==> config.mk <==
export PLATFORM = sky130hd
export DESIGN_NAME = zfg_geom
export DESIGN_NICKNAME = d
export VERILOG_FILES = /design/src/zfg_pkg.sv /design/src/zfg_geom.sv
export SDC_FILE = /design/constraint.sdc
export NUM_CORES = 2
export LEC_CHECK = 0
export BUFFER_PORTS_ARGS = -buffer_cell sky130_fd_sc_hd__clkbuf_2
export CAP_MARGIN = 20
export CORE_ASPECT_RATIO = 0.9
export CORE_MARGIN = 2
export CORE_UTILIZATION = 55
export DETAILED_ROUTE_END_ITERATION = 7
export GPL_TIMING_DRIVEN = 0
export PLACE_DENSITY = 0.71
export SYNTH_ARGS = -nofsm -noshare
export SYNTH_HDL_FRONTEND = slang
export SYNTH_SLANG_ARGS = --single-unit
==> constraint.sdc <==
create_clock -name clk -period 7.81 [get_ports clk]
set_input_delay 1.1715 -clock clk [delete_from_list [all_inputs] [get_ports clk]]
set_output_delay 1.1715 -clock clk [all_outputs]
set_load 0.1 [all_outputs]
==> src/zfg_pkg.sv <==
// Package for the Zernike field-gain block: widths, register indexes, reset values,
// fixed-point constants, payload and configuration types and the Q16 rounding function.
// Depends on nothing.
package zfg_pkg;

  localparam int MAX_IMAGE_DIM = 4096;

  localparam int DIM_W      = 13;
  localparam int POS_W      = 12;
  localparam int WGT_W      = 24;
  localparam int SMP_W      = 32;
  localparam int CFG_IDX_W  = 3;
  localparam int CFG_DATA_W = 24;

  localparam int OFS_W = 15;
  localparam int SQ_W  = 30;
  localparam int NUM_W = 48;
  localparam int MAG_W = 46;
  localparam int DIV_W = 27;
  localparam int QUO_W = 32;
  localparam int RR_W  = 2 * DIM_W - 1;
  localparam int PRD_W = WGT_W + SMP_W;
  localparam int ACC_W = PRD_W + 3;
  localparam int TERMS = 5;

  localparam int GEOM_LAT   = 5;
  localparam int DIV_LAT    = QUO_W + 2;
  localparam int COMB_LAT   = 7;
  localparam int PIPE_LAT   = GEOM_LAT + DIV_LAT + COMB_LAT;
  localparam int SAMPLE_TAP = GEOM_LAT + DIV_LAT + 4;

  localparam logic [CFG_IDX_W-1:0] REG_IMAGE_WIDTH     = 3'd0;
  localparam logic [CFG_IDX_W-1:0] REG_IMAGE_HEIGHT    = 3'd1;
  localparam logic [CFG_IDX_W-1:0] REG_WEIGHT_PISTON   = 3'd2;
  localparam logic [CFG_IDX_W-1:0] REG_WEIGHT_TILT_A   = 3'd3;
  localparam logic [CFG_IDX_W-1:0] REG_WEIGHT_TILT_B   = 3'd4;
  localparam logic [CFG_IDX_W-1:0] REG_WEIGHT_OBLIQUE  = 3'd5;
  localparam logic [CFG_IDX_W-1:0] REG_WEIGHT_DEFOCUS  = 3'd6;
  localparam logic [CFG_IDX_W-1:0] REG_WEIGHT_ASTIG    = 3'd7;

  localparam logic [DIM_W-1:0]        RST_DIM        = 13'd256;
  localparam logic signed [WGT_W-1:0] RST_PISTON     = 24'sd65536;
  localparam logic signed [WGT_W-1:0] RST_TILT       = 24'sd6554;
  localparam logic signed [WGT_W-1:0] RST_ZERO       = 24'sd0;

  localparam logic signed [18:0] SQRT6_Q16 = 19'sd160530;
  localparam logic signed [18:0] SQRT3_Q16 = 19'sd113512;

  typedef struct packed {
    logic [POS_W-1:0]        pixel_col;
    logic [POS_W-1:0]        pixel_row;
    logic signed [SMP_W-1:0] sample_in;
  } in_t;

  typedef struct packed {
    logic signed [SMP_W-1:0] sample_out;
    logic signed [SMP_W-1:0] field_gain;
    logic                    outside_image;
  } out_t;

  typedef struct packed {
    logic [DIM_W-1:0]  wc;
    logic [DIM_W-1:0]  hc;
    logic [DIM_W-1:0]  r;
    logic [RR_W-1:0]   rr;
    logic [RR_W:0]     rr2;
    logic [RR_W+1:0]   rr4;
  } geo_t;

  typedef struct packed {
    logic signed [WGT_W-1:0] piston;
    logic signed [WGT_W-1:0] tilt_a;
    logic signed [WGT_W-1:0] tilt_b;
    logic signed [WGT_W-1:0] oblique_astig;
    logic signed [WGT_W-1:0] defocus;
    logic signed [WGT_W-1:0] astig;
  } wgt_t;

  // Divides by 65536 rounding to nearest, ties away from zero, and saturates to 32 bits.
  function automatic logic signed [SMP_W-1:0] sat_q16(input logic signed [63:0] v);
    logic        neg;
    logic [63:0] mag;
    logic [63:0] q;
    logic signed [SMP_W-1:0] res;
    neg = v[63];
    mag = neg ? 64'(-v) : 64'(v);
    q   = (mag + 64'd32768) >> 16;
    if (!neg && q > 64'd2147483647) begin
      res = 32'sh7FFFFFFF;
    end else if (neg && q > 64'd2147483648) begin
      res = 32'sh80000000;
    end else if (neg) begin
      res = 32'(-q);
    end else begin
      res = 32'(q);
    end
    return res;
  endfunction

endpackage

==> src/zfg_geom.sv <==
// Geometry front end: doubled offsets, their products, the five term numerators and
// their rounded magnitudes ready for division. Five register stages. Depends on zfg_pkg.
module zfg_geom (
  input  logic                     clk,
  input  logic                     en,
  input  logic [zfg_pkg::POS_W-1:0] pixel_col,
  input  logic [zfg_pkg::POS_W-1:0] pixel_row,
  input  zfg_pkg::geo_t            geo,
  output logic [zfg_pkg::MAG_W-1:0] mag_r [zfg_pkg::TERMS],
  output logic                     neg_r [zfg_pkg::TERMS]
);
  import zfg_pkg::*;

  logic signed [OFS_W-1:0] dx_r;
  logic signed [OFS_W-1:0] dy_r;
  logic signed [OFS_W-1:0] dx2_r;
  logic signed [OFS_W-1:0] dy2_r;
  logic signed [SQ_W-1:0]  sqx_r;
  logic signed [SQ_W-1:0]  sqy_r;
  logic signed [SQ_W-1:0]  xy_r;
  logic signed [SQ_W-1:0]  x4_r;
  logic signed [SQ_W-1:0]  x5_r;
  logic signed [SQ_W-1:0]  xy3_r;
  logic signed [NUM_W-1:0] n1_r;
  logic signed [NUM_W-1:0] n2_r;
  logic signed [NUM_W-1:0] num_r [TERMS];
  logic [MAG_W-1:0]        half [TERMS];

  always_comb begin
    half[0] = MAG_W'(geo.r >> 1);
    half[1] = MAG_W'(geo.r >> 1);
    half[2] = MAG_W'(geo.rr);
    half[3] = MAG_W'(geo.rr);
    half[4] = MAG_W'(geo.rr2);
  end

  always_ff @(posedge clk) begin
    if (en) begin
      dx_r   <= $signed({2'b00, pixel_col, 1'b0} - {2'b00, geo.wc});
      dy_r   <= $signed({2'b00, pixel_row, 1'b0} - {2'b00, geo.hc});

      sqx_r  <= SQ_W'(dx_r) * SQ_W'(dx_r);
      sqy_r  <= SQ_W'(dy_r) * SQ_W'(dy_r);
      xy_r   <= SQ_W'(dx_r) * SQ_W'(dy_r);
      dx2_r  <= dx_r;
      dy2_r  <= dy_r;

      x4_r   <= sqx_r + sqy_r - $signed({{(SQ_W-RR_W-1){1'b0}}, geo.rr2});
      x5_r   <= sqy_r - sqx_r;
      xy3_r  <= xy_r;
      n1_r   <= NUM_W'(dx2_r) <<< 16;
      n2_r   <= NUM_W'(dy2_r) <<< 16;

      num_r[0] <= n1_r;
      num_r[1] <= n2_r;
      num_r[2] <= NUM_W'(SQRT6_Q16) * NUM_W'(xy3_r);
      num_r[3] <= NUM_W'(SQRT3_Q16) * NUM_W'(x4_r);
      num_r[4] <= NUM_W'(SQRT6_Q16) * NUM_W'(x5_r);

      for (int i = 0; i < TERMS; i++) begin
        neg_r[i] <= num_r[i][NUM_W-1];
        mag_r[i] <= MAG_W'(num_r[i][NUM_W-1] ? -num_r[i] : num_r[i]) + half[i];
      end
    end
  end

endmodule

# Word level (Yosys, flattened, before mapping)
# Memories as Yosys holds them, arrays and structs flattened.
# Index checks and enable logic that the tools add are counted.
[classes] n_addsub=15 multipliers=6 div_mod_pow=0 magnitude_cmp=0 eq_ne=0 shift=0 mux=7 bitwise_logic=0 reduce_logical=0
[op_table] op="46-bit two-way mux" count=5
[op_table] op="46-bit negation" count=5
[op_table] op="18-bit by 30-bit multiplier with 47-bit output (first input constant)" count=2
[op_table] op="46-bit by 12-bit adder with 46-bit output" count=2
[op_table] op="46-bit by 25-bit adder with 46-bit output" count=2
[op_table] op="14-bit by 14-bit multiplier with 28-bit output" count=3
[op_table] op="46-bit by 26-bit adder with 46-bit output" count=1
[op_table] op="15-bit by 30-bit multiplier with 45-bit output (first input constant)" count=1
[op_table] op="30-bit adder" count=1
[op_table] op="30-bit by 27-bit subtractor with 30-bit output" count=1
[op_table] op="30-bit subtractor" count=1
[op_table] op="13-bit by 13-bit subtractor with 14-bit output" count=2
[op_table] op="1-bit two-way mux" count=2
[word_totals] ff_bits=499 latchBits=0 ram_bits=235 romBits=0 inputBits=143 out_inout_bits=235 wordCells=51 memories=1
[mem_list] memory="num_r" depth=5 word_bits=47 read_ports=5 rd_ports_with_merged_regs=0 wr=5 line="zfg_geom.sv:26" text="logic signed [NUM_W-1:0] num_r [TERMS];"

# Logic depth before layout (Yosys ltp)
# An unclocked memory read counts as a cell.
[logic_depth] ltp_word=4 ltp_mapped=26 mapped_depth_nobuf=25

# Worst setup path after synthesis
# Ideal clock, no wire load.
[synth_path] path_kind="reg-to-reg" start="register dy_r[7]" end="register sqy_r[28] (data pin)" setup_ps=260 arrival_time_ps=6494 required_time_ps=7550 slack_ps=1056 path_stages_with_launch=26 n_path_buf=2 period_less_slack_ps=6754 cell_sequence="edfxtp_1 clkbuf_1 clkbuf_1 nand2_1 inv_1 fa_1 inv_1 fa_1 inv_1 fa_1 fa_1 fa_1 inv_1 fa_1 inv_1 ha_1 a21oi_1 o21ai_0 a221oi_1 a21oi_1 a211o_1 o311a_1 o41ai_1 o21bai_1 a21oi_1 xnor2_1"
[synth_between] elab_chain_cells=1
[synth_lines] element="start, declared" line="zfg_geom.sv:15" text="logic signed [OFS_W-1:0] dy_r;"
[synth_lines] element="start signal, assigned" line="zfg_geom.sv:40" text="dy_r <= $signed({2'b00, pixel_row, 1'b0} - {2'b00, geo.hc});"
[synth_lines] element="14-bit by 14-bit multiplier with 28-bit output" line="zfg_geom.sv:43" text="sqy_r <= SQ_W'(dy_r) * SQ_W'(dy_r);"
[synth_lines] element="end signal, assigned" line="zfg_geom.sv:43"
[synth_lines] element="end, declared" line="zfg_geom.sv:19" text="logic signed [SQ_W-1:0] sqy_r;"
# Every way passes these cells.
# A chain may end at the register's enable or synchronous reset.

# Final worst setup path
# Same ends and word-level chain as after synthesis.

==> results.cfg <==
[synthesis]
synth_area_leader_cell = fa_1
syn_area_per_cell_um2 = 10.34
synth_top_cell_area_share = 0.2916
seq_area_frac_synth = 0.2400
synth_flop_cell = edfxtp_1
ys_top_cells_by_area = fa_1 29%, edfxtp_1 24%, ha_1 14%
ys_ff_latch = 630
netlist_instances = 7620
synth_edf_count = 630
ys.warnings.count = 0
ys_async_sr_fraction = 0
synth_cell_type_count = 89
synth_area_um2 = 78810

[placement]
gp_congestion = 0.9362
dpl.hpwl_mm = 151.5
buffer_ports.inserted = 341

[setup_path]
path_buf_inv = 7
worstPathMaxFanout = 10
critPathArrivalTime_ns = 7.95
slowest_stage = edfxtp_1
cp_common_cell = fa_1
end_kind = flop
critPathTopFamily = adder cells
rrSetupSlack_ns = 0.31
slowest_delay_ns = 0.53
cp_data_required_time_ns = 8.27
criticalPathCategory = flop to flop
cp-start-kind = flop

[finish]
drive_gt1_frac = 0.07342
fin_nets = 10270
layout_common_cells = 1,913 x inv_1, 1,148 x fa_1, 878 x ha_1
syn_to_final_growth_pct = 9.019
final_common_cell = inv_1

[sta]
min_period_over_period = 0.9597
clock_skew_ns = 0.05656
final.setup.tns_ns = 0
relSlewSlack = 0.2792
max_freq_mhz = 133.4
finalSetupViolations = 0
worst_pin_slew_ns = 1.071
hold_viol = 0
period_needed_ns = 7.496
drv_slew = 0

[clock_tree]
clk_pin_slew_ns = 0.06
clk_latency_ns = 0.73
cts_tree = yes
cts_buffers = 75
cts_sinks = 630
clockRootBuffer = clkbuf_16
cts_buffer_depth = 3
htreeDepth = 3

[detailed_routing]
firstDrtPassIters = 5
drc = 0
routed_wl_mm = 181.2
wl_met1_mm = 81.57
antenna_left = 0
drt_iter0_markers = 3821
dr_wl_met2_mm = 82.43
routed.top_layer = met5
met3_length_mm = 11.63
via_per_inst = 5.337
dr_total_vias = 53490
avgRoutedWirePerCell_um = 18.08

[job]
maxCapViolations = 0

[floorplan]
core_area_um2 = 141900
die_h_um = 363.1
die-area_um2 = 146300
rows = 131
start_util = 0.5552
die_width_um = 403.0
pin_count = 378

[outcome]
status = finished clean

[global_route]
track_usage = 0.2543
grt_pass1_wl_mm = 293.6
antenna_found_initial = 8
grt_pass1_vias = 55290
grt_max_degree = 123
overflow = 0

[worst_hold_path]
hp-class = flop to flop
[area by class of cell]
| class | count | area, um^2 |
|---|---|---|
| Fill cell | 11790 | 56020 |
| Multi-Input combinational cell | 4960 | 52220 |
| Sequential cell | 630 | 18920 |
| Inverter | 1916 | 7196 |
| Tap cell | 1862 | 2330 |
| Timing Repair Buffer | 368 | 2016 |
| Clock buffer | 88 | 1926 |
| Buffer | 149 | 699.4 |
| Clock inverter | 47 | 609.3 |
| Antenna cell | 2 | 5.005 |
[layer usage]
| metal | up-vias | GRT usage |
|---|---|---|
| li1 | 25280 | - |
| met1 | 26480 | 0.3611 |
| met2 | 1463 | 0.4059 |
| met3 | 262 | 0.03963 |
| met4 | 6 | 0.07403 |
| met5 | - | 0 |
[sequential cells by signal, indices dropped and copies added (netlist names)]
register	cells
x5_r	30
sqy_r	27
xy3_r	28
sqx_r	27
xy_r	28
x4_r	30
n2_r	14
mag_r	209
num_r	164
dx2_r	13
neg_r	5
n1_r	14
dy_r	14
dy2_r	13
dx_r	14
[timing repair]
| item | in CTS | in global routing |
|---|---|---|
| endpoints found under the hold margin | 0 | 0 |
| buffers inserted | 1 | 20 |
| hold buffers | 0 | 0 |
| resized for setup | 23 | 42 |
| endpoints found under the setup margin | 8 | 7 |
[final timing paths]
kind,startpoint,endpoint,cells past startpoint
setup / recovery,dy_r[7],sqy_r[28],25
setup reg to reg,dy_r[7],sqy_r[28],25
hold reg to reg,n2_r[16],num_r[0][62],0
hold / removal,n2_r[16],num_r[0][62],0
[cell usage after synthesis, drive strengths merged, types with 7 or more instances]
| cell type | count |
|---|---|
| a31oi | 27 |
| nor2b | 54 |
| a41oi | 7 |
| o22ai | 11 |
| and2 | 179 |
| nand2b | 58 |
| xor2 | 143 |
| a2111oi | 7 |
| o21a | 65 |
| or3 | 32 |
| nor3b | 9 |
| o211ai | 20 |
| a21oi | 258 |
| o21bai | 39 |
| o41ai | 32 |
| a21o | 150 |
| nand2 | 398 |
| nand3 | 68 |
| a211oi | 28 |
| inv | 1913 |
| xnor2 | 404 |
| nand3b | 11 |
| mux2i | 8 |
| a21boi | 23 |
| o31ai | 51 |
| a211o | 9 |
| a221oi | 9 |
| nor4 | 31 |
| or2 | 21 |
| ha | 878 |
| edfxtp | 630 |
| a31o | 10 |
| and3 | 36 |
| nor3 | 87 |
| o21ai | 197 |
| buf | 34 |
| nand4 | 23 |
| nor2 | 284 |
| or4 | 23 |
| fa | 1148 |
| clkbuf | 119 |
[through the flow]
| stage | util | std cells | instance area, um^2 | hold WS, ns | setup slack [ns] |
|---|---|---|---|---|---|
| 2_1_floorplan | - | 7659 | 78960 | 0.4003 | 1.056 |
| 3_3_place_gp | 0.5847 | 9862 | 82990 | 0.4008 | -4.918 |
| 3_5_place_dp | 0.5858 | 9868 | 83150 | 0.4045 | -0.7271 |
| 4_1_cts | 0.6040 | 10000 | 85730 | 0.3830 | 0.04766 |
| 5_1_grt | 0.6053 | 10020 | 85910 | 0.3923 | -0.003787 |
| 6_report | 0.6053 | 10020 | 85920 | 0.3780 | 0.3144 |
[logic make-up (layout without fill, tap and decap cells)]
logic type      Yosys count  after routing  synth area share
buf+inv                2069           2568           0.09968
fa+ha+maj              2026           2026            0.4310
simple gates           1335           1335           0.08386
compound gates         1001           1001           0.08314
flops                   630            630            0.2400
xor+xnor                547            547           0.06079
mux                      11             11          0.001445
other cells               1             42        0.00004758
Power is left out: the tool's default activity adds up to more than one toggle a clock period on the data nets, which glitch-free logic cannot reach.
