===== src/zfg_pkg.sv =====
// Package for the Zernike field-gain block: widths, register indexes, reset values,
// fixed-point constants, payload and configuration types and the Q16 rounding function.
// Depends on nothing.
package zfg_pkg;

  localparam int MAX_IMAGE_DIM = 4096;

  localparam int DIM_W      = 13;
  localparam int POS_W      = 12;
  localparam int WGT_W      = 24;
  localparam int SMP_W      = 32;
  localparam int CFG_IDX_W  = 3;
  localparam int CFG_DATA_W = 24;

  localparam int OFS_W = 15;
  localparam int SQ_W  = 30;
  localparam int NUM_W = 48;
  localparam int MAG_W = 46;
  localparam int DIV_W = 27;
  localparam int QUO_W = 32;
  localparam int RR_W  = 2 * DIM_W - 1;
  localparam int PRD_W = WGT_W + SMP_W;
  localparam int ACC_W = PRD_W + 3;
  localparam int TERMS = 5;

  localparam int GEOM_LAT   = 5;
  localparam int DIV_LAT    = QUO_W + 2;
  localparam int COMB_LAT   = 7;
  localparam int PIPE_LAT   = GEOM_LAT + DIV_LAT + COMB_LAT;
  localparam int SAMPLE_TAP = GEOM_LAT + DIV_LAT + 4;

  localparam logic [CFG_IDX_W-1:0] REG_IMAGE_WIDTH     = 3'd0;
  localparam logic [CFG_IDX_W-1:0] REG_IMAGE_HEIGHT    = 3'd1;
  localparam logic [CFG_IDX_W-1:0] REG_WEIGHT_PISTON   = 3'd2;
  localparam logic [CFG_IDX_W-1:0] REG_WEIGHT_TILT_A   = 3'd3;
  localparam logic [CFG_IDX_W-1:0] REG_WEIGHT_TILT_B   = 3'd4;
  localparam logic [CFG_IDX_W-1:0] REG_WEIGHT_OBLIQUE  = 3'd5;
  localparam logic [CFG_IDX_W-1:0] REG_WEIGHT_DEFOCUS  = 3'd6;
  localparam logic [CFG_IDX_W-1:0] REG_WEIGHT_ASTIG    = 3'd7;

  localparam logic [DIM_W-1:0]        RST_DIM        = 13'd256;
  localparam logic signed [WGT_W-1:0] RST_PISTON     = 24'sd65536;
  localparam logic signed [WGT_W-1:0] RST_TILT       = 24'sd6554;
  localparam logic signed [WGT_W-1:0] RST_ZERO       = 24'sd0;

  localparam logic signed [18:0] SQRT6_Q16 = 19'sd160530;
  localparam logic signed [18:0] SQRT3_Q16 = 19'sd113512;

  typedef struct packed {
    logic [POS_W-1:0]        pixel_col;
    logic [POS_W-1:0]        pixel_row;
    logic signed [SMP_W-1:0] sample_in;
  } in_t;

  typedef struct packed {
    logic signed [SMP_W-1:0] sample_out;
    logic signed [SMP_W-1:0] field_gain;
    logic                    outside_image;
  } out_t;

  typedef struct packed {
    logic [DIM_W-1:0]  wc;
    logic [DIM_W-1:0]  hc;
    logic [DIM_W-1:0]  r;
    logic [RR_W-1:0]   rr;
    logic [RR_W:0]     rr2;
    logic [RR_W+1:0]   rr4;
  } geo_t;

  typedef struct packed {
    logic signed [WGT_W-1:0] piston;
    logic signed [WGT_W-1:0] tilt_a;
    logic signed [WGT_W-1:0] tilt_b;
    logic signed [WGT_W-1:0] oblique_astig;
    logic signed [WGT_W-1:0] defocus;
    logic signed [WGT_W-1:0] astig;
  } wgt_t;

  // Divides by 65536 rounding to nearest, ties away from zero, and saturates to 32 bits.
  function automatic logic signed [SMP_W-1:0] sat_q16(input logic signed [63:0] v);
    logic        neg;
    logic [63:0] mag;
    logic [63:0] q;
    logic signed [SMP_W-1:0] res;
    neg = v[63];
    mag = neg ? 64'(-v) : 64'(v);
    q   = (mag + 64'd32768) >> 16;
    if (!neg && q > 64'd2147483647) begin
      res = 32'sh7FFFFFFF;
    end else if (neg && q > 64'd2147483648) begin
      res = 32'sh80000000;
    end else if (neg) begin
      res = 32'(-q);
    end else begin
      res = 32'(q);
    end
    return res;
  endfunction

endpackage


===== src/zfg_cfg.sv =====
// Configuration registers of the field-gain block and the derived geometry
// (clamped size, radius, its square and that square doubled and quadrupled). Depends on zfg_pkg.
module zfg_cfg (
  input  logic                           clk,
  input  logic                           rst_n,
  input  logic                           cfg_we,
  input  logic [zfg_pkg::CFG_IDX_W-1:0]  cfg_index,
  input  logic [zfg_pkg::CFG_DATA_W-1:0] cfg_wdata,
  output zfg_pkg::geo_t                  geo,
  output zfg_pkg::wgt_t                  wgt
);
  import zfg_pkg::*;

  logic [DIM_W-1:0] width_r;
  logic [DIM_W-1:0] height_r;
  wgt_t             wgt_r;
  logic [DIM_W-1:0] wc_nxt;
  logic [DIM_W-1:0] hc_nxt;
  logic [DIM_W-1:0] r_r;
  logic [RR_W-1:0]  rr_r;

  always_ff @(posedge clk) begin
    if (!rst_n) begin
      width_r             <= RST_DIM;
      height_r            <= RST_DIM;
      wgt_r.piston        <= RST_PISTON;
      wgt_r.tilt_a        <= RST_TILT;
      wgt_r.tilt_b        <= RST_TILT;
      wgt_r.oblique_astig <= RST_ZERO;
      wgt_r.defocus       <= RST_ZERO;
      wgt_r.astig         <= RST_ZERO;
    end else if (cfg_we) begin
      case (cfg_index)
        REG_IMAGE_WIDTH:    width_r             <= DIM_W'(cfg_wdata);
        REG_IMAGE_HEIGHT:   height_r            <= DIM_W'(cfg_wdata);
        REG_WEIGHT_PISTON:  wgt_r.piston        <= cfg_wdata;
        REG_WEIGHT_TILT_A:  wgt_r.tilt_a        <= cfg_wdata;
        REG_WEIGHT_TILT_B:  wgt_r.tilt_b        <= cfg_wdata;
        REG_WEIGHT_OBLIQUE: wgt_r.oblique_astig <= cfg_wdata;
        REG_WEIGHT_DEFOCUS: wgt_r.defocus       <= cfg_wdata;
        REG_WEIGHT_ASTIG:   wgt_r.astig         <= cfg_wdata;
        default: ;
      endcase
    end
  end

  always_comb begin
    if (width_r == '0) begin
      wc_nxt = DIM_W'(1);
    end else if (width_r > DIM_W'(MAX_IMAGE_DIM)) begin
      wc_nxt = DIM_W'(MAX_IMAGE_DIM);
    end else begin
      wc_nxt = width_r;
    end
    if (height_r == '0) begin
      hc_nxt = DIM_W'(1);
    end else if (height_r > DIM_W'(MAX_IMAGE_DIM)) begin
      hc_nxt = DIM_W'(MAX_IMAGE_DIM);
    end else begin
      hc_nxt = height_r;
    end
  end

  always_ff @(posedge clk) begin
    r_r  <= (wc_nxt > hc_nxt) ? wc_nxt : hc_nxt;
    rr_r <= RR_W'(r_r) * RR_W'(r_r);
  end

  assign geo.wc  = wc_nxt;
  assign geo.hc  = hc_nxt;
  assign geo.r   = r_r;
  assign geo.rr  = rr_r;
  assign geo.rr2 = {rr_r, 1'b0};
  assign geo.rr4 = {rr_r, 2'b00};
  assign wgt     = wgt_r;

endmodule


===== config.mk =====
export PLATFORM = sky130hd
export DESIGN_NAME = zfg_cfg
export DESIGN_NICKNAME = d
export VERILOG_FILES = /design/src/zfg_pkg.sv /design/src/zfg_cfg.sv
export SDC_FILE = /design/constraint.sdc
export NUM_CORES = 1
export LEC_CHECK = 0
export BUFFER_PORTS_ARGS = -buffer_cell sky130_fd_sc_hd__buf_4
export CORE_ASPECT_RATIO = 1.5
export CORE_UTILIZATION = 28
export CTS_CLUSTER_DIAMETER = 200
export DETAILED_ROUTE_END_ITERATION = 16
export GPL_TIMING_DRIVEN = 0
export HOLD_SLACK_MARGIN = 0.06
export SLEW_MARGIN = 5
export SYNTH_ARGS = -nofsm -noshare
export SYNTH_HDL_FRONTEND = slang
export SYNTH_SLANG_ARGS = --single-unit

===== constraint.sdc =====
create_clock -name clk -period 6.1 [get_ports clk]
set_input_delay 1.22 -clock clk [delete_from_list [all_inputs] [get_ports clk]]
set_output_delay 1.22 -clock clk [all_outputs]
set_load 0.01 [all_outputs]

-- Word-level counts from Yosys, hierarchy flattened
Index checks and enable logic that the tools add are counted.
- output and inout port bits: 261
- logic and storage cells: 37
- flip-flop bits (word level): 208
- bits of input ports: 30
- reduce and logical (&&, ||, !) cells: 11
- mux-type cells: 5
- multiply operators: 1
- equal/unequal tests: 7
- $lt $le $gt $ge: 3
- operators by type and width (operator ; number):
    $mux W13 ; 5
    $gt A13 B13 Y1 const B ; 2
    $logic_not A13 Y1 ; 2
    $mul A13 B13 Y25 ; 1
    $reduce_and A2 Y1 ; 8
    $gt A13 B13 Y1 ; 1
    $eq A3 B3 Y1 const B ; 4
    $eq A3 B2 Y1 const B ; 2
    $eq A3 B1 Y1 const B ; 1
    $logic_not A3 Y1 ; 1

-- Depth between registers and ports, before layout
Gate-level depths: netlist of the first run.
- depth in word-level cells: 5
- mapped depth: 21
- gate-level depth less buffers: 20

-- Least setup slack after synthesis of the first run
OpenSTA, ideal clock, no wires.
- path kind: register to register
- start point: register r_r[6]
- end point: register rr_r[19]
- stages on the path, launching flop included: 20
- data required time: 5.980 ns
- setup time: 0.120 ns
- period minus slack after synthesis: 5.144 ns
- data arrival time: 5.024 ns
- path slack: 0.956 ns
- path buffers: 1
- cells stage by stage: dfxtp_1 -> clkbuf_1 -> inv_1 -> nor2_1 -> inv_1 -> fa_1 -> fa_1 -> inv_1 -> fa_1 -> fa_1 -> inv_1 -> fa_1 -> inv_1 -> ha_1 -> a211oi_1 -> o21ai_0 -> a31o_2 -> a21oi_1 -> nor3_1 -> o31a_1
- word-level cells in the longest chain between the ends: 1
- ends and longest elaborated chain (item ; line ; text):
    start: declaration ; zfg_cfg.sv:19 ; logic [DIM_W-1:0] r_r;
    start signal: assignment ; zfg_cfg.sv:65 ; r_r <= (wc_nxt > hc_nxt) ? wc_nxt : hc_nxt;
    $mul A13 B13 Y25 ; zfg_cfg.sv:66 ; rr_r <= RR_W'(r_r) * RR_W'(r_r);
    end signal: assignment ; zfg_cfg.sv:66 ;
    end: declaration ; zfg_cfg.sv:20 ; logic [RR_W-1:0] rr_r;
No other way between the ends.
A chain may end at the register's enable or synchronous reset.

-- Worst setup path after layout of the first run
- start point: register r_r[10]
- end point: register rr_r[23]
Same word-level chain as after synthesis.

==> out/results.ini, run 1 <==
[sta]
rsz0062_at_grt=no
finClkSkew_ps=18.5
setup_tns_ps=0
maxSlewHeadroom_pct=43.9
drv_slew=0
tightest_slew_ps=836
fin_crit_ps=5710
max_freq_ghz=0.175
setup_viol=0
hold_viol_final=0
period_share_pct=93.7

[clocking]
cts_tree=done
h-tree-depth=1
clk-insertion-delay-late_ps=550
clockBufferDepth=3
cts.sinks=207
cts_root_buffer=clkbuf_16
holdBufCountCts=0
cts_inserted_buffers=25
path_clk_slew_ps=60

[logic_synthesis]
yosysWarnings=0
yosysMostFrequentCell=nand2_1
synth_top_area_share_pct=32.7
synth_cell_types=51
syn_area_per_cell_um2=8.54
syn_area_um2=12700
ys_seq_area_share_pct=32.7
ys_ff_latch=207
synthTopCellsByArea=dfxtp_1 33%, fa_1 16%, nand2_1 12%
async_flop_share_pct=0
synth-main-ff-cell=dfxtp_1
syn_inst=1486
synth_edf_count=0
ys_top_cells_by_count=410 x nand2_1, 207 x dfxtp_1, 181 x inv_1, 151 x a21boi_0, 99 x fa_1
synth_top_cell_by_area=dfxtp_1

[worst_setup_path]
worstSetupEndpointType=flop
rr_endpoint=rr_r[23]
crit_chain=clkbuf_1, nand2_1, inv_1, fa_1, fa_1, inv_1, fa_1, inv_1, fa_1, inv_1, fa_1, inv_1, ha_1, a21oi_1, o21ai_0, a22o_1, a31oi_1, o21ai_0, xor2_1
reg2reg_depth=19
ff2ff_setup_slack_ps=390
cp.arrival_ps=6150
cp-endpoint=rr_r[23]
slowest_delay_ps=580
path_class=flop to flop
slowest_stage=dfxtp_1
worst-path-max-fanout=10
r2r-start=r_r[10]
cp-start-kind=flop
worstSetupStartpoint=r_r[10]
critPathRequiredTime_ps=6540

[hold_path]
min_from=wgt[83]
hold_path_class=flop to flop

[run]
max_cap_violations=0

[die]
fp.dieW_um=176
coreArea_um2=44700
die_h_um=263
start_util_pct=28.4
die_area_um2=46200
io_pins=291
row_count=95

[cells_and_area]
regArea_um2=4140
fin_nets=1992
drive_gt1_share_pct=22.2
fin_util_pct=36.4
fillers=4597
multi_input_area_um2=7110
syn2layout_area_growth_pct=28.3
n_antenna_cell=0

[drt]
drt_iter0_drc=476
firstDrtPassIters=5
drc=0
wirelength_um=40500
viasPerCell=4.54
num_vias=10800
wl_per_cell_um=17.0
ant_nets=0

[place]
dp_hpwl_um=32200
portBuffers=268
place.gp.congestion=0.915

[grt]
groute.usage.overall_pct=17.4
grt_max_degree=14
grt_pass1_wl_um=61700
antenna_found_initial=1
grt.overflow.total=0
grt_pass1_vias=11000

[power_and_ir_drop]
peakVddDrop_mv=0.202
powerDensity_nw_per_um2=217
p_leak_nw=7.68

[outcome]
status=finished, final reports clean

worst max-delay path: cells and delay by family (launching register included):
kind,cells,cell delay (ps)
xor+xnor,1,150
fa+ha+maj,6,2840
buf+inv,6,780
compound gates,5,1080
simple gates,1,160
flops,1,580
logic make-up (layout without fill, tap and decap cells):
family | Yosys count | in the layout | share of synthesized area [%]
mux | 3 | 3 | 0.266
simple gates | 520 | 520 | 17.0
other cells | 1 | 6 | 0.0296
flops | 207 | 207 | 32.7
fa+ha+maj | 176 | 176 | 23.2
xor+xnor | 26 | 26 | 1.79
buf+inv | 317 | 631 | 11.4
compound gates | 236 | 236 | 13.7
state kept, by name (all words and copies together) (netlist names):
| register | flops |
|---|---|
| wgt | 144 |
| height_r | 13 |
| r_r | 13 |
| width_r | 13 |
| rr_r | 24 |
layout by cell type, fill, tap and decap left out, types with 5 or more instances in the layout:
cell	Yosys	layout
clkbuf_1	63	64
a21o_1	12	12
xor2_1	10	10
conb_1	1	6
clkinv_2	0	8
o21ai_0	11	11
a21boi_0	151	151
nor2_1	20	20
xnor2_1	16	16
nor3_1	5	5
nand3_1	25	25
nand2_1	410	410
nor2b_1	17	17
inv_1	181	181
buf_4	64	332
dfxtp_1	207	207
a21oi_1	19	19
ha_1	77	77
a22o_1	11	11
buf_2	7	7
clkbuf_16	0	25
fa_1	99	99
and2_1	25	25
layer usage:
layer	GRT usage [%]	share of wire, %
met3	5.34	8.8
met2	33.0	52
met4	5.15	2.6
met1	17.9	36
met5	0	0.025
metrics by stage:
step	worst slack (ps)	total power [mW]	cell area (µm²)	hold slack [ps]	cells
global route	72.4	3.69	16300	482	2387
detailed placement	162	2.04	15400	456	2341
CTS	153	3.59	16300	468	2387
finish	385	3.53	16300	464	2387
global placement	186	2.03	15400	452	2341
floorplan	956	1.79	12700	427	1491
power breakdown:
part / internal (mW) / switching (mW)
logic: 0.254 / 0.308
registers: 1.40 / 0.0383
clock network: 0.877 / 0.650
final cells by class:
type / count / area share [%]
Timing Repair Buffer: 268 / 12.4
Buffer: 136 / 4.73
Multi-Input combinational cell: 967 / 43.7
Tap cell: 582 / 4.48
Inverter: 181 / 4.18
Clock inverter: 16 / 0.923
Sequential cell: 207 / 25.5
Clock buffer: 30 / 4.14
worst min path at each step:
| stage | end | slack (ps) | cells after the start |
|---|---|---|---|
| after global placement | wgt[142] | 450 | 2 |
| after global routing | wgt[126] | 480 | 2 |
| after floorplan | rr_r[0] | 430 | 0 |
| final | wgt[83] | 460 | 2 |
| after CTS | wgt[25] | 470 | 2 |
| after detailed placement | wgt[107] | 460 | 2 |
repair_timing:
item                                    in CTS  in global routing
gates resized for setup                      0                  2
endpoints found under the setup margin       0                  6
setup buffers                                0                  0
Note: power is estimated with default switching activity, not from simulation.
==> run 2: changes to the inputs <==
--- a/config.mk
+++ b/config.mk
@@ -5,13 +5,16 @@
 export SDC_FILE = /design/constraint.sdc
 export NUM_CORES = 1
 export LEC_CHECK = 0
+export ABC_AREA = 1
 export BUFFER_PORTS_ARGS = -buffer_cell sky130_fd_sc_hd__buf_4
+export CAP_MARGIN = 20
 export CORE_ASPECT_RATIO = 1.5
 export CORE_UTILIZATION = 28
 export CTS_CLUSTER_DIAMETER = 200
 export DETAILED_ROUTE_END_ITERATION = 16
 export GPL_TIMING_DRIVEN = 0
 export HOLD_SLACK_MARGIN = 0.06
+export PLACE_DENSITY = 0.52
 export SLEW_MARGIN = 5
 export SYNTH_ARGS = -nofsm -noshare
 export SYNTH_HDL_FRONTEND = slang
==> run 2 against run 1 <==
  * Worst setup slack better by 55 ps
  * Combinational power is 60% higher
  * Worst hold slack better by 1.9 ps
  * Via count is 7.3% higher
  * Sequential share of layout area is 0.49 points lower
  * Non-clock buffer count is 1 higher
  * Critical path depth is 1 lower
  * Power is 12% higher
  * Clock power hardly changed
  * Maximum frequency is 0.97% higher
  * Critical endpoint is now rr_r[22]
  * Largest power group unchanged
==> out/results.ini, run 2 <==
[worst_setup_path]
worstSetupStartpoint=r_r[4]
ff2ff_setup_slack_ps=440  ; +50 ps
r2r-start=r_r[4]
worst-path-max-fanout=10  ; unchanged
path_class=flop to flop
cp.arrival_ps=6090  ; -60 ps
critPathRequiredTime_ps=6530  ; about the same
cp-start-kind=flop
rr_endpoint=rr_r[22]
worstSetupEndpointType=flop
reg2reg_depth=18  ; -1

[drt]
drc=0  ; unchanged
num_vias=11600  ; +7.3%
wirelength_um=43100  ; +6.5%
ant_nets=0  ; unchanged
drt_iter0_drc=419  ; -12%
viasPerCell=4.43  ; -2.4%
wl_per_cell_um=16.4  ; -3.0%
firstDrtPassIters=5  ; unchanged

[logic_synthesis]
syn_inst=1719  ; +16%
ys_top_cells_by_count=317 x nor2_1, 288 x nand2_1, 279 x inv_1, 207 x dfxtp_1, 139 x o21ai_0
synth_cell_types=33  ; -35%
synth_top_area_share_pct=32.0  ; -0.69 points
syn_area_per_cell_um2=7.54  ; -12%
yosysWarnings=0  ; unchanged
ys_ff_latch=207  ; unchanged
yosysMostFrequentCell=nor2_1
synthTopCellsByArea=dfxtp_1 32%, fa_1 15%, nor2_1 9.2%
synth-main-ff-cell=dfxtp_1
ys_seq_area_share_pct=32.0  ; -0.69 points
synth_top_cell_by_area=dfxtp_1
async_flop_share_pct=0  ; unchanged
syn_area_um2=13000  ; +2.2%
synth_edf_count=0  ; unchanged

[run]
max_cap_violations=0  ; unchanged

[sta]
period_share_pct=92.8  ; -0.90 points
tightest_slew_ps=886  ; +50.1 ps
max_freq_ghz=0.177  ; +0.97%
finClkSkew_ps=34.2  ; +15.7 ps
fin_crit_ps=5660  ; -54.6 ps
hold_viol_final=0  ; unchanged
setup_viol=0  ; unchanged
setup_tns_ps=0  ; unchanged
maxSlewHeadroom_pct=40.9  ; -2.9 points
drv_slew=0  ; unchanged
rsz0062_at_grt=no

[grt]
antenna_found_initial=0  ; -1
grt_max_degree=14  ; unchanged
top_usage_layer=met2
grtUsageMet2_pct=34.9  ; +1.9 points
grt.met3_usage_pct=4.89  ; -0.45 points
groute.usage.overall_pct=18.2  ; +0.81 points
grt.overflow.total=0  ; unchanged
grt_pass1_vias=11600  ; +5.7%
grt_pass1_wl_um=65000  ; +5.4%
grt_use_met1_pct=17.4  ; -0.42 points

[place]
portBuffers=270  ; +0.75%
dp_hpwl_um=35200  ; +9.0%
place.gp.congestion=0.921  ; +0.68%

[die]
start_util_pct=28.3  ; -0.066 points
coreArea_um2=45800  ; +2.4%
die_h_um=265  ; +1.1%
io_pins=291  ; unchanged
die_area_um2=47200  ; +2.1%
fp.dieW_um=178  ; +1.1%
row_count=96  ; +1.1%

[cells_and_area]
n_antenna_cell=0  ; unchanged
largest_reg_flops=144  ; unchanged
multi_input_area_um2=6930  ; -2.6%
regArea_um2=4140  ; unchanged
fillers=4814  ; +4.7%
final_cell_mix=328 x buf_4, 317 x nor2_1, 288 x nand2_1
drive_gt1_share_pct=20.8  ; -1.4 points
fin_nets=2226  ; +12%
syn2layout_area_growth_pct=28.0
final_common_cell=buf_4

[hold_path]
min_from=wgt[100]
hold_path_class=flop to flop
min_to=wgt[100]
hold_depth=2  ; unchanged

[clocking]
cts_root_buffer=clkbuf_16
cts.sinks=207  ; unchanged
clockBufferDepth=3  ; unchanged
path_clk_slew_ps=70  ; about the same
post-cts-setup-buffers=0  ; unchanged
cts_tree=done
cts.repair.resized=0  ; unchanged
cts_inserted_buffers=24  ; -4.0%
holdBufCountCts=0  ; unchanged
h-tree-depth=1  ; unchanged
clk-insertion-delay-late_ps=560  ; about the same

[outcome]
status=finished, final reports clean

[power_and_ir_drop]
p_leak_nw=8.99  ; +17%
finalPower_mw=3.94  ; +12%
powerDensity_nw_per_um2=237  ; +9.5%
peakVddDrop_mv=0.213  ; +5.5%

==> run 2: worst max-delay path by stage <==
stage / cells past startpoint / endpoint
final: 18 / rr_r[22]
after global routing: 18 / rr_r[22]
after CTS: 18 / rr_r[22]
after detailed placement: 18 / rr_r[22]
after global placement: 18 / rr_r[22]
after floorplan: 20 / rr_r[19]
==> run 2: layout make-up <==
| cell class | count | area share, % |
|---|---|---|
| Buffer | 135 | 4.98 |
| Clock buffer | 32 | 4.28 |
| Clock inverter | 9 | 0.822 |
| Inverter | 287 | 6.49 |
| Multi-Input combinational cell | 1095 | 41.8 |
| Sequential cell | 207 | 25.0 |
| Tap cell | 588 | 4.44 |
| Timing Repair Buffer | 270 | 12.2 |
==> run 2: cells by family (layout without fill, tap and decap cells) <==
group	Yosys count	in the layout	synth area share, %
fa+ha+maj	176	176	22.7
flops	207	207	32.0
other cells	1	6	0.0289
compound gates	211	211	8.34
buf+inv	422	733	14.7
simple gates	687	687	21.2
xor+xnor	14	14	0.946
mux	1	1	0.0869
==> run 2: report_power, final <==
| group | switching [mW] | total (mW) | internal, mW |
|---|---|---|---|
| combinational | 0.494 | 0.899 | 0.405 |
| clock | 0.631 | 1.54 | 0.909 |
| sequential | 0.0667 | 1.50 | 1.43 |
| total | 1.19 | 3.94 | 2.75 |
==> run 2: through the flow <==
stage,setup WS [ps],utilization [%],std cells,cell area [µm²],hold WS (ps)
after floorplan,1450,-,1724,13000,427
final,440,36.2,2623,16600,466
after CTS,502,36.2,2623,16600,470
after global routing,235,36.2,2623,16600,489
after global placement,599,34.4,2582,15700,440
after detailed placement,552,34.4,2582,15700,450
==> run 2: worst max-delay path: stages, from the launching register on <==
cell	delay [ps]
dfxtp_1	620
clkbuf_1	510
nand2_1	170
fa_1	620
inv_1	80
fa_1	500
inv_1	60
fa_1	460
fa_1	520
fa_1	540
inv_1	40
ha_1	350
nand2_1	140
nor2_1	240
nand3_1	160
nand3_1	210
nand2_1	130
nand3_1	90
nand2_1	50
==> run 2: per-layer routing <==
metal  up-vias  routed length, µm
met4         0               2250
met3       103               3250
met1      5395              15100
met2       384              22600
met5         -                  0
li1       5745                  -
